`src/rtl/core/lrth_pkg.sv`:
```
// Shared types and constants for the LRU table handle cache.
package lrth_pkg;

    localparam int MAX_ENTRIES = 64;
    localparam int KEY_W       = 64;
    localparam int IDX_W       = 6;
    localparam int AGE_W       = 6;
    localparam int CNT_W       = 7;
    localparam int CAP_W       = 5;
    localparam int SLOT_W      = 4;

    typedef logic [KEY_W-1:0] t_key;
    typedef logic [IDX_W-1:0] t_idx;
    typedef logic [AGE_W-1:0] t_age;
    typedef logic [CNT_W-1:0] t_cnt;

    // broadcast from the controller to every cell
    typedef struct packed {
        logic look;
        logic commit;
        logic do_hit;
        logic do_ins;
        logic evict;
        t_key key;
        t_age hit_age;
        t_age last_age;
    } t_cmd;

    // carried from cell to cell along the row
    typedef struct packed {
        logic free_seen;
        logic hit;
        logic victim;
        t_idx free_slot;
        t_idx hit_slot;
        t_idx vic_slot;
        t_age hit_age;
        t_key vic_key;
    } t_link;

    typedef struct packed {
        logic valid;
        t_age age;
    } t_cell_st;

endpackage

```
`src/rtl/core/lrth_if.sv`:
```
// Valid/ready channel interfaces for lookup requests and results.
interface lrth_in_if;
    import lrth_pkg::*;
    logic valid;
    logic ready;
    t_key key;
    logic open_ok;

    modport source (output valid, output key, output open_ok, input ready);
    modport sink   (input valid, input key, input open_ok, output ready);
endinterface

interface lrth_out_if;
    import lrth_pkg::*;
    logic                valid;
    logic                ready;
    logic                hit;
    logic                status;
    logic [SLOT_W-1:0]   slot;
    logic                evicted;
    t_key                evicted_key;

    modport source (output valid, output hit, output status, output slot,
                    output evicted, output evicted_key, input ready);
    modport sink   (input valid, input hit, input status, input slot,
                    input evicted, input evicted_key, output ready);
endinterface

```
`src/rtl/core/lrth_cell.sv`:
```
// One cache entry: key, valid, recency rank, and its link in the row.
module lrth_cell
    import lrth_pkg::*;
#(
    parameter int IDX = 0
) (
    input  logic     i_clk,
    input  logic     i_rst_n,
    input  t_cmd     i_cmd,
    input  t_link    i_link,
    output t_link    o_link,
    output t_cell_st o_st
);

    localparam t_idx MY_IDX = t_idx'(IDX);

    logic r_valid;
    t_age r_age;
    t_key r_key;
    logic r_match;
    logic r_victim;

    logic w_first_free;
    logic w_sel;

    assign w_first_free = !r_valid && !i_link.free_seen;

    always_comb begin
        o_link           = i_link;
        o_link.free_seen = i_link.free_seen | !r_valid;
        if (w_first_free) begin
            o_link.free_slot = MY_IDX;
        end
        if (r_match) begin
            o_link.hit      = 1'b1;
            o_link.hit_slot = MY_IDX;
            o_link.hit_age  = r_age;
        end
        if (r_victim) begin
            o_link.victim   = 1'b1;
            o_link.vic_slot = MY_IDX;
            o_link.vic_key  = r_key;
        end
    end

    always_comb begin
        w_sel = 1'b0;
        if (i_cmd.do_hit) begin
            w_sel = r_match;
        end else if (i_cmd.do_ins) begin
            w_sel = i_cmd.evict ? r_victim : w_first_free;
        end
    end

    always_ff @(posedge i_clk) begin
        if (!i_rst_n) begin
            r_valid  <= 1'b0;
            r_age    <= '0;
            r_match  <= 1'b0;
            r_victim <= 1'b0;
        end else begin
            if (i_cmd.look) begin
                r_match  <= r_valid && (r_key == i_cmd.key);
                r_victim <= r_valid && (r_age == i_cmd.last_age);
            end
            if (i_cmd.commit) begin
                if (w_sel) begin
                    r_valid <= 1'b1;
                    r_age   <= '0;
                end else if (r_valid) begin
                    // on a hit only the younger entries age; an insert ages all
                    if (i_cmd.do_ins || (i_cmd.do_hit && r_age < i_cmd.hit_age)) begin
                        r_age <= r_age + t_age'(1);
                    end
                end
            end
        end
    end

    always_ff @(posedge i_clk) begin
        if (i_cmd.commit && i_cmd.do_ins && w_sel) begin
            r_key <= i_cmd.key;
        end
    end

    assign o_st.valid = r_valid;
    assign o_st.age   = r_age;

endmodule

```
`src/rtl/core/lru_table_handle_cache_unit.sv`:
```
// Fully associative LRU cache of table handles built as a row of entry cells.
// Steps: the request beat is captured, the row compares keys in S_LOOK, and the result
// is registered in S_UPD; a new request is accepted only once the last one has committed.
// The update waits while an earlier result beat is still held at the output.
// Reset (synchronous, active low) empties every entry and sets capacity to ENTRIES.
module lru_table_handle_cache_unit
    import lrth_pkg::*;
#(
    parameter int ENTRIES = 16
) (
    input  logic                 i_clk,
    input  logic                 i_rst_n,
    input  logic                 i_cfg_we,
    input  logic [CAP_W-1:0]     i_cfg_wdata,
    lrth_in_if.sink              i_in,
    lrth_out_if.source           o_out
);

    localparam logic [1:0] S_IDLE = 2'd0;
    localparam logic [1:0] S_LOOK = 2'd1;
    localparam logic [1:0] S_UPD  = 2'd2;

    localparam t_cnt ENT_CNT = t_cnt'(ENTRIES);

    logic [1:0] r_state;
    logic [1:0] n_state;
    t_cnt       r_cap;
    t_cnt       r_count;
    t_key       r_key;
    logic       r_open_ok;
    logic       r_out_valid;
    logic       r_hit;
    logic       r_status;
    logic [SLOT_W-1:0] r_slot;
    logic       r_evicted;
    t_key       r_evicted_key;

    t_link    w_link [ENTRIES+1];
    t_cell_st w_st   [ENTRIES];
    t_link    w_end;
    t_cmd     w_cmd;
    t_cnt     w_eff_cap;
    t_cnt     w_cnt_m1;
    logic     w_commit;
    logic     w_do_ins;
    logic     w_evict;
    t_idx     w_slot;
    logic [ENTRIES-1:0] w_valid_vec;
    logic [ENTRIES-1:0] w_young_vec;

    assign w_link[0] = '0;
    assign w_end     = w_link[ENTRIES];

    for (genvar g = 0; g < ENTRIES; g++) begin : g_cell
        lrth_cell #(
            .IDX (g)
        ) u_cell (
            .i_clk   (i_clk),
            .i_rst_n (i_rst_n),
            .i_cmd   (w_cmd),
            .i_link  (w_link[g]),
            .o_link  (w_link[g+1]),
            .o_st    (w_st[g])
        );
        assign w_valid_vec[g] = w_st[g].valid;
        assign w_young_vec[g] = w_st[g].valid && (w_st[g].age == '0);
    end

    always_comb begin
        if (r_cap == '0) begin
            w_eff_cap = t_cnt'(1);
        end else if (r_cap > ENT_CNT) begin
            w_eff_cap = ENT_CNT;
        end else begin
            w_eff_cap = r_cap;
        end
    end

    assign w_cnt_m1 = r_count - t_cnt'(1);
    assign w_commit = (r_state == S_UPD) && (!r_out_valid || o_out.ready);
    assign w_do_ins = !w_end.hit && r_open_ok;
    assign w_evict  = w_do_ins && (r_count >= w_eff_cap);

    always_comb begin
        w_cmd.look     = (r_state == S_LOOK);
        w_cmd.commit   = w_commit;
        w_cmd.do_hit   = w_end.hit;
        w_cmd.do_ins   = w_do_ins;
        w_cmd.evict    = w_evict;
        w_cmd.key      = r_key;
        w_cmd.hit_age  = w_end.hit_age;
        w_cmd.last_age = w_cnt_m1[AGE_W-1:0];
    end

    always_comb begin
        if (w_end.hit) begin
            w_slot = w_end.hit_slot;
        end else if (w_evict) begin
            w_slot = w_end.vic_slot;
        end else if (w_do_ins) begin
            w_slot = w_end.free_slot;
        end else begin
            w_slot = '0;
        end
    end

    always_comb begin
        n_state = r_state;
        case (r_state)
            S_IDLE: if (i_in.valid) n_state = S_LOOK;
            S_LOOK: n_state = S_UPD;
            S_UPD:  if (w_commit) n_state = S_IDLE;
            default: n_state = S_IDLE;
        endcase
    end

    always_ff @(posedge i_clk) begin
        if (!i_rst_n) begin
            r_state     <= S_IDLE;
            r_cap       <= ENT_CNT;
            r_count     <= '0;
            r_out_valid <= 1'b0;
        end else begin
            r_state <= n_state;
            if (i_cfg_we) begin
                r_cap <= t_cnt'(i_cfg_wdata);
            end
            if (w_commit && w_do_ins && !w_evict) begin
                r_count <= r_count + t_cnt'(1);
            end
            if (w_commit) begin
                r_out_valid <= 1'b1;
            end else if (o_out.ready) begin
                r_out_valid <= 1'b0;
            end
        end
    end

    always_ff @(posedge i_clk) begin
        if (i_in.valid && i_in.ready) begin
            r_key     <= i_in.key;
            r_open_ok <= i_in.open_ok;
        end
        if (w_commit) begin
            r_hit         <= w_end.hit;
            r_status      <= !w_end.hit && !r_open_ok;
            r_slot        <= w_slot[SLOT_W-1:0];
            r_evicted     <= w_evict;
            r_evicted_key <= w_evict ? w_end.vic_key : '0;
        end
    end

    assign i_in.ready        = (r_state == S_IDLE);
    assign o_out.valid       = r_out_valid;
    assign o_out.hit         = r_hit;
    assign o_out.status      = r_status;
    assign o_out.slot        = r_slot;
    assign o_out.evicted     = r_evicted;
    assign o_out.evicted_key = r_evicted_key;

    a_count_tracks_valid: assert property (@(posedge i_clk) disable iff (!i_rst_n)
        t_cnt'($countones(w_valid_vec)) == r_count)
        else $error("entry count out of step with valid entries");

    a_count_bounded: assert property (@(posedge i_clk) disable iff (!i_rst_n)
        r_count <= ENT_CNT)
        else $error("entry count above table size");

    a_one_most_recent: assert property (@(posedge i_clk) disable iff (!i_rst_n)
        (r_count != '0) |-> $onehot(w_young_vec))
        else $error("recency ranks lost uniqueness at the head");

    a_evict_on_miss: assert property (@(posedge i_clk) disable iff (!i_rst_n)
        (r_out_valid && r_evicted) |-> (!r_hit && !r_status))
        else $error("eviction reported on a hit or failed open");

    a_fail_clean: assert property (@(posedge i_clk) disable iff (!i_rst_n)
        $rose(r_out_valid) && r_status |-> (r_slot == '0 && r_evicted_key == '0))
        else $error("failed open carries slot or key");

endmodule
```
`src/flat_wrapper.sv`:
```
// flat-port wrapper written by rule: the top's interface ports become plain ports
module lru_table_handle_cache_unit_flat import lrth_pkg::*;
#(
    parameter int ENTRIES = 16
)
  (i_clk, i_rst_n, i_cfg_we, i_cfg_wdata, i_in_valid, i_in_key, i_in_open_ok, i_in_ready, o_out_valid, o_out_hit, o_out_status, o_out_slot, o_out_evicted, o_out_evicted_key, o_out_ready);
  lrth_in_if i_in_i ();
  lrth_out_if o_out_i ();
  input  logic i_clk;
  input  logic i_rst_n;
  input  logic i_cfg_we;
  input  logic [CAP_W-1:0] i_cfg_wdata;
  input wire logic [$bits(i_in_i.valid)-1:0] i_in_valid;
  input wire logic [$bits(i_in_i.key)-1:0] i_in_key;
  input wire logic [$bits(i_in_i.open_ok)-1:0] i_in_open_ok;
  output wire logic [$bits(i_in_i.ready)-1:0] i_in_ready;
  output wire logic [$bits(o_out_i.valid)-1:0] o_out_valid;
  output wire logic [$bits(o_out_i.hit)-1:0] o_out_hit;
  output wire logic [$bits(o_out_i.status)-1:0] o_out_status;
  output wire logic [$bits(o_out_i.slot)-1:0] o_out_slot;
  output wire logic [$bits(o_out_i.evicted)-1:0] o_out_evicted;
  output wire logic [$bits(o_out_i.evicted_key)-1:0] o_out_evicted_key;
  input wire logic [$bits(o_out_i.ready)-1:0] o_out_ready;
  assign i_in_i.valid = i_in_valid;
  assign i_in_i.key = i_in_key;
  assign i_in_i.open_ok = i_in_open_ok;
  assign i_in_ready = i_in_i.ready;
  assign o_out_valid = o_out_i.valid;
  assign o_out_hit = o_out_i.hit;
  assign o_out_status = o_out_i.status;
  assign o_out_slot = o_out_i.slot;
  assign o_out_evicted = o_out_i.evicted;
  assign o_out_evicted_key = o_out_i.evicted_key;
  assign o_out_i.ready = o_out_ready;
  lru_table_handle_cache_unit #(.ENTRIES(ENTRIES)) u_core (.i_clk(i_clk), .i_rst_n(i_rst_n), .i_cfg_we(i_cfg_we), .i_cfg_wdata(i_cfg_wdata), .i_in(i_in_i), .o_out(o_out_i));
endmodule
```
`config.mk`:
```
export PLATFORM = sky130hd
export DESIGN_NAME = lru_table_handle_cache_unit_flat
export DESIGN_NICKNAME = d
export VERILOG_FILES = /design/src/rtl/core/lrth_pkg.sv /design/src/rtl/core/lrth_if.sv /design/src/rtl/core/lrth_cell.sv /design/src/rtl/core/lru_table_handle_cache_unit.sv /design/src/flat_wrapper.sv
export SDC_FILE = /design/constraint.sdc
export NUM_CORES = 2
export LEC_CHECK = 0
export BUFFER_PORTS_ARGS = -buffer_cell sky130_fd_sc_hd__buf_2
export CAP_MARGIN = 20
export CORE_ASPECT_RATIO = 1.75
export CORE_MARGIN = 2
export CORE_UTILIZATION = 43
export CTS_BUF_LIST = sky130_fd_sc_hd__clkbuf_2 sky130_fd_sc_hd__clkbuf_4 sky130_fd_sc_hd__clkbuf_8
export DETAILED_ROUTE_END_ITERATION = 10
export SKIP_CTS_REPAIR_TIMING = 1
export SYNTH_ARGS = -nofsm -noshare
export SYNTH_HDL_FRONTEND = slang
export SYNTH_SLANG_ARGS = --single-unit
```
`constraint.sdc`:
```
create_clock -name i_clk -period 10.5 [get_ports i_clk]
set_clock_uncertainty 0.05 [all_clocks]
set_input_delay 1.05 -clock i_clk [delete_from_list [all_inputs] [get_ports i_clk]]
set_output_delay 1.05 -clock i_clk [all_outputs]
set_load 0.02 [all_outputs]
```
==> results.txt <==
----------------------------------------------------
[Run status]
  Outcome ... finished clean

[STA]
  Maximum achievable frequency ... 160 MHz
  Slew Limit Headroom ... 0.0806
  Setup-violating endpoint count in the final report ... 0
  Final worst path period share ... 0.597
  Transition time at the pin with the least slew margin ... 1360 ps
  Final total negative setup slack ... 0 ps
  Final number of max-transition violations ... 0
  Minimum period implied by the final worst setup slack ... 6260 ps
  Final hold viol count ... 0
  RSZ-0062 raised after global routing ... no
  Minimum setup slack in the final design ... 4240 ps
  Hold Worst Slack ... 229 ps

[Route]
  Met3 Wirelength ... 22,600 um
  Total routed wirelength ... 268,000 um
  Router iterations before antenna repair ... 6
  WL/cell ... 34.3 um
  Detailed-route wire length on metal 1 ... 95,800 um
  1st-iter DRT viols ... 7,193
  Count of nets left with antenna violations after detail routing ... 0
  Highest metal layer used by the detailed router ... met5
  Met2 wire length ... 127,000 um
  Vias after detailed routing ... 50.4k
  Remaining DRCs ... 0
  Vias per inst ... 6.45

[Synth]
  Cell count after synthesis ... 5,492
  Number of synthesized flops with an enable pin ... 1,160
  Fraction of the yosys area taken by sequential cells ... 0.572
  Number of flip-flops and latches in the synthesized netlist ... 1,319
  Syn avg cell area ... 12.1 um2
  Synthesized area ... 0.0665 mm2
  Async set or reset register ratio after synthesis ... 0
  Post-synthesis cell type count ... 89
  Yosys Warn Count ... 0
  Prevailing post-synth register cell ... sky130_fd_sc_hd__edfxtp_1
  Post-synth net total ... 5,670

[Clock tree]
  Maximum buffer depth of the clock tree ... 4
  Root cell of the clock tree ... sky130_fd_sc_hd__clkbuf_8
  Clock H-tree levels ... 4
  Clock latency at the later pin of the worst-skew pair ... 950 ps
  TritonCTS clock tree ... built
  Number of clock sinks ... 1,319
  Num CTS Buffers ... 207
  Clock transition at the registers of the reported paths ... 70 ps

[Finish]
  Final design area excluding fillers ... 0.0739 mm2
  Top library cells by usage in the layout, fill and taps aside ... 1,160 x sky130_fd_sc_hd__edfxtp_1, 598 x sky130_fd_sc_hd__xnor2_1, 523 x sky130_fd_sc_hd__xor2_1, 286 x sky130_fd_sc_hd__a21oi_1, 240 x sky130_fd_sc_hd__nor2_1
  Core Util, Final ... 0.479
  Layout overhead on the synthesized area ... 11.1%
  Number of nets in the layout ... 5,798
  Number of inserted filler cells in the final layout ... 13.9k
  Commonest non-fill, non-tap cell in the layout ... sky130_fd_sc_hd__edfxtp_1
  Finished Layout Cells ... 7,810
  Fraction of layout instances using a drive strength above 1 ... 0.126

[Floorplanning]
  Count of standard-cell rows ... 191
  Top-Level Pins ... 148
  Die area ... 0.158 mm2
  Initial Utilization ... 0.432
  Die extent in x ... 301 um
  Die span in y ... 524 um
  Core area ... 0.154 mm2

[GRT]
  First-pass GRT wire length ... 367,000 um
  Vias in the first global route ... 47.4k
  Antenna violations before repair ... 6
  Largest net degree at the start of global routing ... 87
  All-layer global routing usage ... 0.329
  Remaining global-route overflow ... 0

[Placement]
  Post-placement cell count ... 7,437
  Dpl cell area ... 0.0697 mm2
  Port bufs ... 147
  Sum of net half-perimeters after detailed placement ... 191,000 um
  Final Wtd Congestion ... 1.00
  Worst slack, placed ... 4590 ps

[Run]
  Number of maximum-capacitance violations ... 0

[Pwr]
  Leakage dissipation ... 24.4 nW
  Final total power ... 11.0 mW
  Power per cell area ... 149 mW/mm2
  Worst voltage drop across the vdd grid ... 0.103 mV

[Setup path]
  Worst Setup Start Kind ... flip-flop
  Crit path arrival time ... 7030 ps
  Data required, critical path ... 11,260 ps
  Critical setup path kind ... reg2reg
  Worst Path Max Fanout ... 13
  Type of element capturing the critical path ... flip-flop

[Worst hold path]
  Type of the most critical hold path ... in2reg

----------------------------------------------------
==> cell type report <==
class                           count  area (um2)  area share
Inverter                          103         392     0.00530
Timing Repair Buffer              321        2040      0.0276
Tap cell                         2026        2530      0.0343
Multi-Input combinational cell   3668       26700       0.362
Sequential cell                  1319       38000       0.515
Clock buffer                      273        3400      0.0460
Clock inverter                     96         733     0.00992
Antenna cell                        4        10.0    0.000135
==> worst paths after layout <==
path / cells after the start / slack, ps / from / to
max reg2reg: 17 / 4240 / u_core.g_cell[2].u_cell.r_match / u_core.g_cell[2].u_cell.r_age[4]
min reg2reg: 0 / 380 / u_core.r_key[53] / u_core.g_cell[8].u_cell.r_key[53]
max: 17 / 4240 / u_core.g_cell[2].u_cell.r_match / u_core.g_cell[2].u_cell.r_age[4]
min: 1 / 230 / i_in_key[61] / u_core.r_key[61]
==> worst max-delay path: stages (launching register included) <==
cell,delay [ps]
sky130_fd_sc_hd__dfxtp_1,450
sky130_fd_sc_hd__nor4b_1,770
sky130_fd_sc_hd__a221oi_1,150
sky130_fd_sc_hd__o21ai_0,190
sky130_fd_sc_hd__a221oi_1,140
sky130_fd_sc_hd__o31ai_1,760
sky130_fd_sc_hd__a22oi_1,300
sky130_fd_sc_hd__a211oi_1,520
sky130_fd_sc_hd__o21ai_2,200
sky130_fd_sc_hd__buf_4,260
sky130_fd_sc_hd__ha_1,330
sky130_fd_sc_hd__a21o_1,180
sky130_fd_sc_hd__a21oi_1,130
sky130_fd_sc_hd__or4b_2,600
sky130_fd_sc_hd__o31a_1,290
sky130_fd_sc_hd__or3_4,360
sky130_fd_sc_hd__or3_1,350
sky130_fd_sc_hd__o21ai_1,70
==> sequential cells by signal (all words and copies together), names as in the netlist, 5 cells and up <==
name	cells
u_core.g_cell.u_cell.r_key	1024
u_core.o_out.evicted_key	64
u_core.r_cap	5
u_core.g_cell.u_cell.r_match	16
u_core.g_cell.u_cell.r_valid	16
u_core.g_cell.u_cell.r_age	96
u_core.r_key	64
u_core.r_count	7
u_core.g_cell.u_cell.r_victim	16
==> cell families after synthesis <==
| kind of cell | synth area share |
|---|---|
| compound gates | 0.138 |
| xor+xnor | 0.148 |
| fa+ha+maj | 0.0194 |
| buf+inv | 0.0295 |
| flops | 0.572 |
| mux | 0.00378 |
| simple gates | 0.0897 |
==> metal layers <==
| layer | track usage | up-vias |
|---|---|---|
| met5 | 0 | - |
| met4 | 0.231 | 8 |
| met3 | 0.0490 | 729 |
| met2 | 0.537 | 3186 |
| met1 | 0.401 | 25300 |
| li1 | - | 21200 |
==> report_power, final <==
part	total (mW)	leakage, nW	internal [mW]	switching, mW
Combinational	0.708	10.4	0.187	0.521
Sequential	5.76	11.8	5.74	0.0256
Clock	4.55	2.20	2.38	2.17
==> synthesized netlist by cell type, types with 90 or more instances <==
master | number | area, um2
sky130_fd_sc_hd__nor4_1 | 151 | 945
sky130_fd_sc_hd__o211ai_1 | 104 | 781
sky130_fd_sc_hd__nand2_1 | 183 | 687
sky130_fd_sc_hd__nor2_1 | 253 | 950
sky130_fd_sc_hd__clkbuf_1 | 330 | 1240
sky130_fd_sc_hd__nand3_1 | 90 | 450
sky130_fd_sc_hd__o221ai_1 | 101 | 885
sky130_fd_sc_hd__xnor2_1 | 600 | 5260
sky130_fd_sc_hd__dfxtp_1 | 159 | 3180
sky130_fd_sc_hd__xor2_1 | 525 | 4600
sky130_fd_sc_hd__a22oi_1 | 122 | 916
sky130_fd_sc_hd__inv_1 | 96 | 360
sky130_fd_sc_hd__a21oi_1 | 288 | 1440
sky130_fd_sc_hd__ha_1 | 103 | 1290
sky130_fd_sc_hd__o21ai_0 | 101 | 505
sky130_fd_sc_hd__edfxtp_1 | 1160 | 34800
sky130_fd_sc_hd__a221oi_1 | 98 | 858
sky130_fd_sc_hd__nand4_1 | 203 | 1270
No activity file was read; power rests on OpenSTA's default activity.
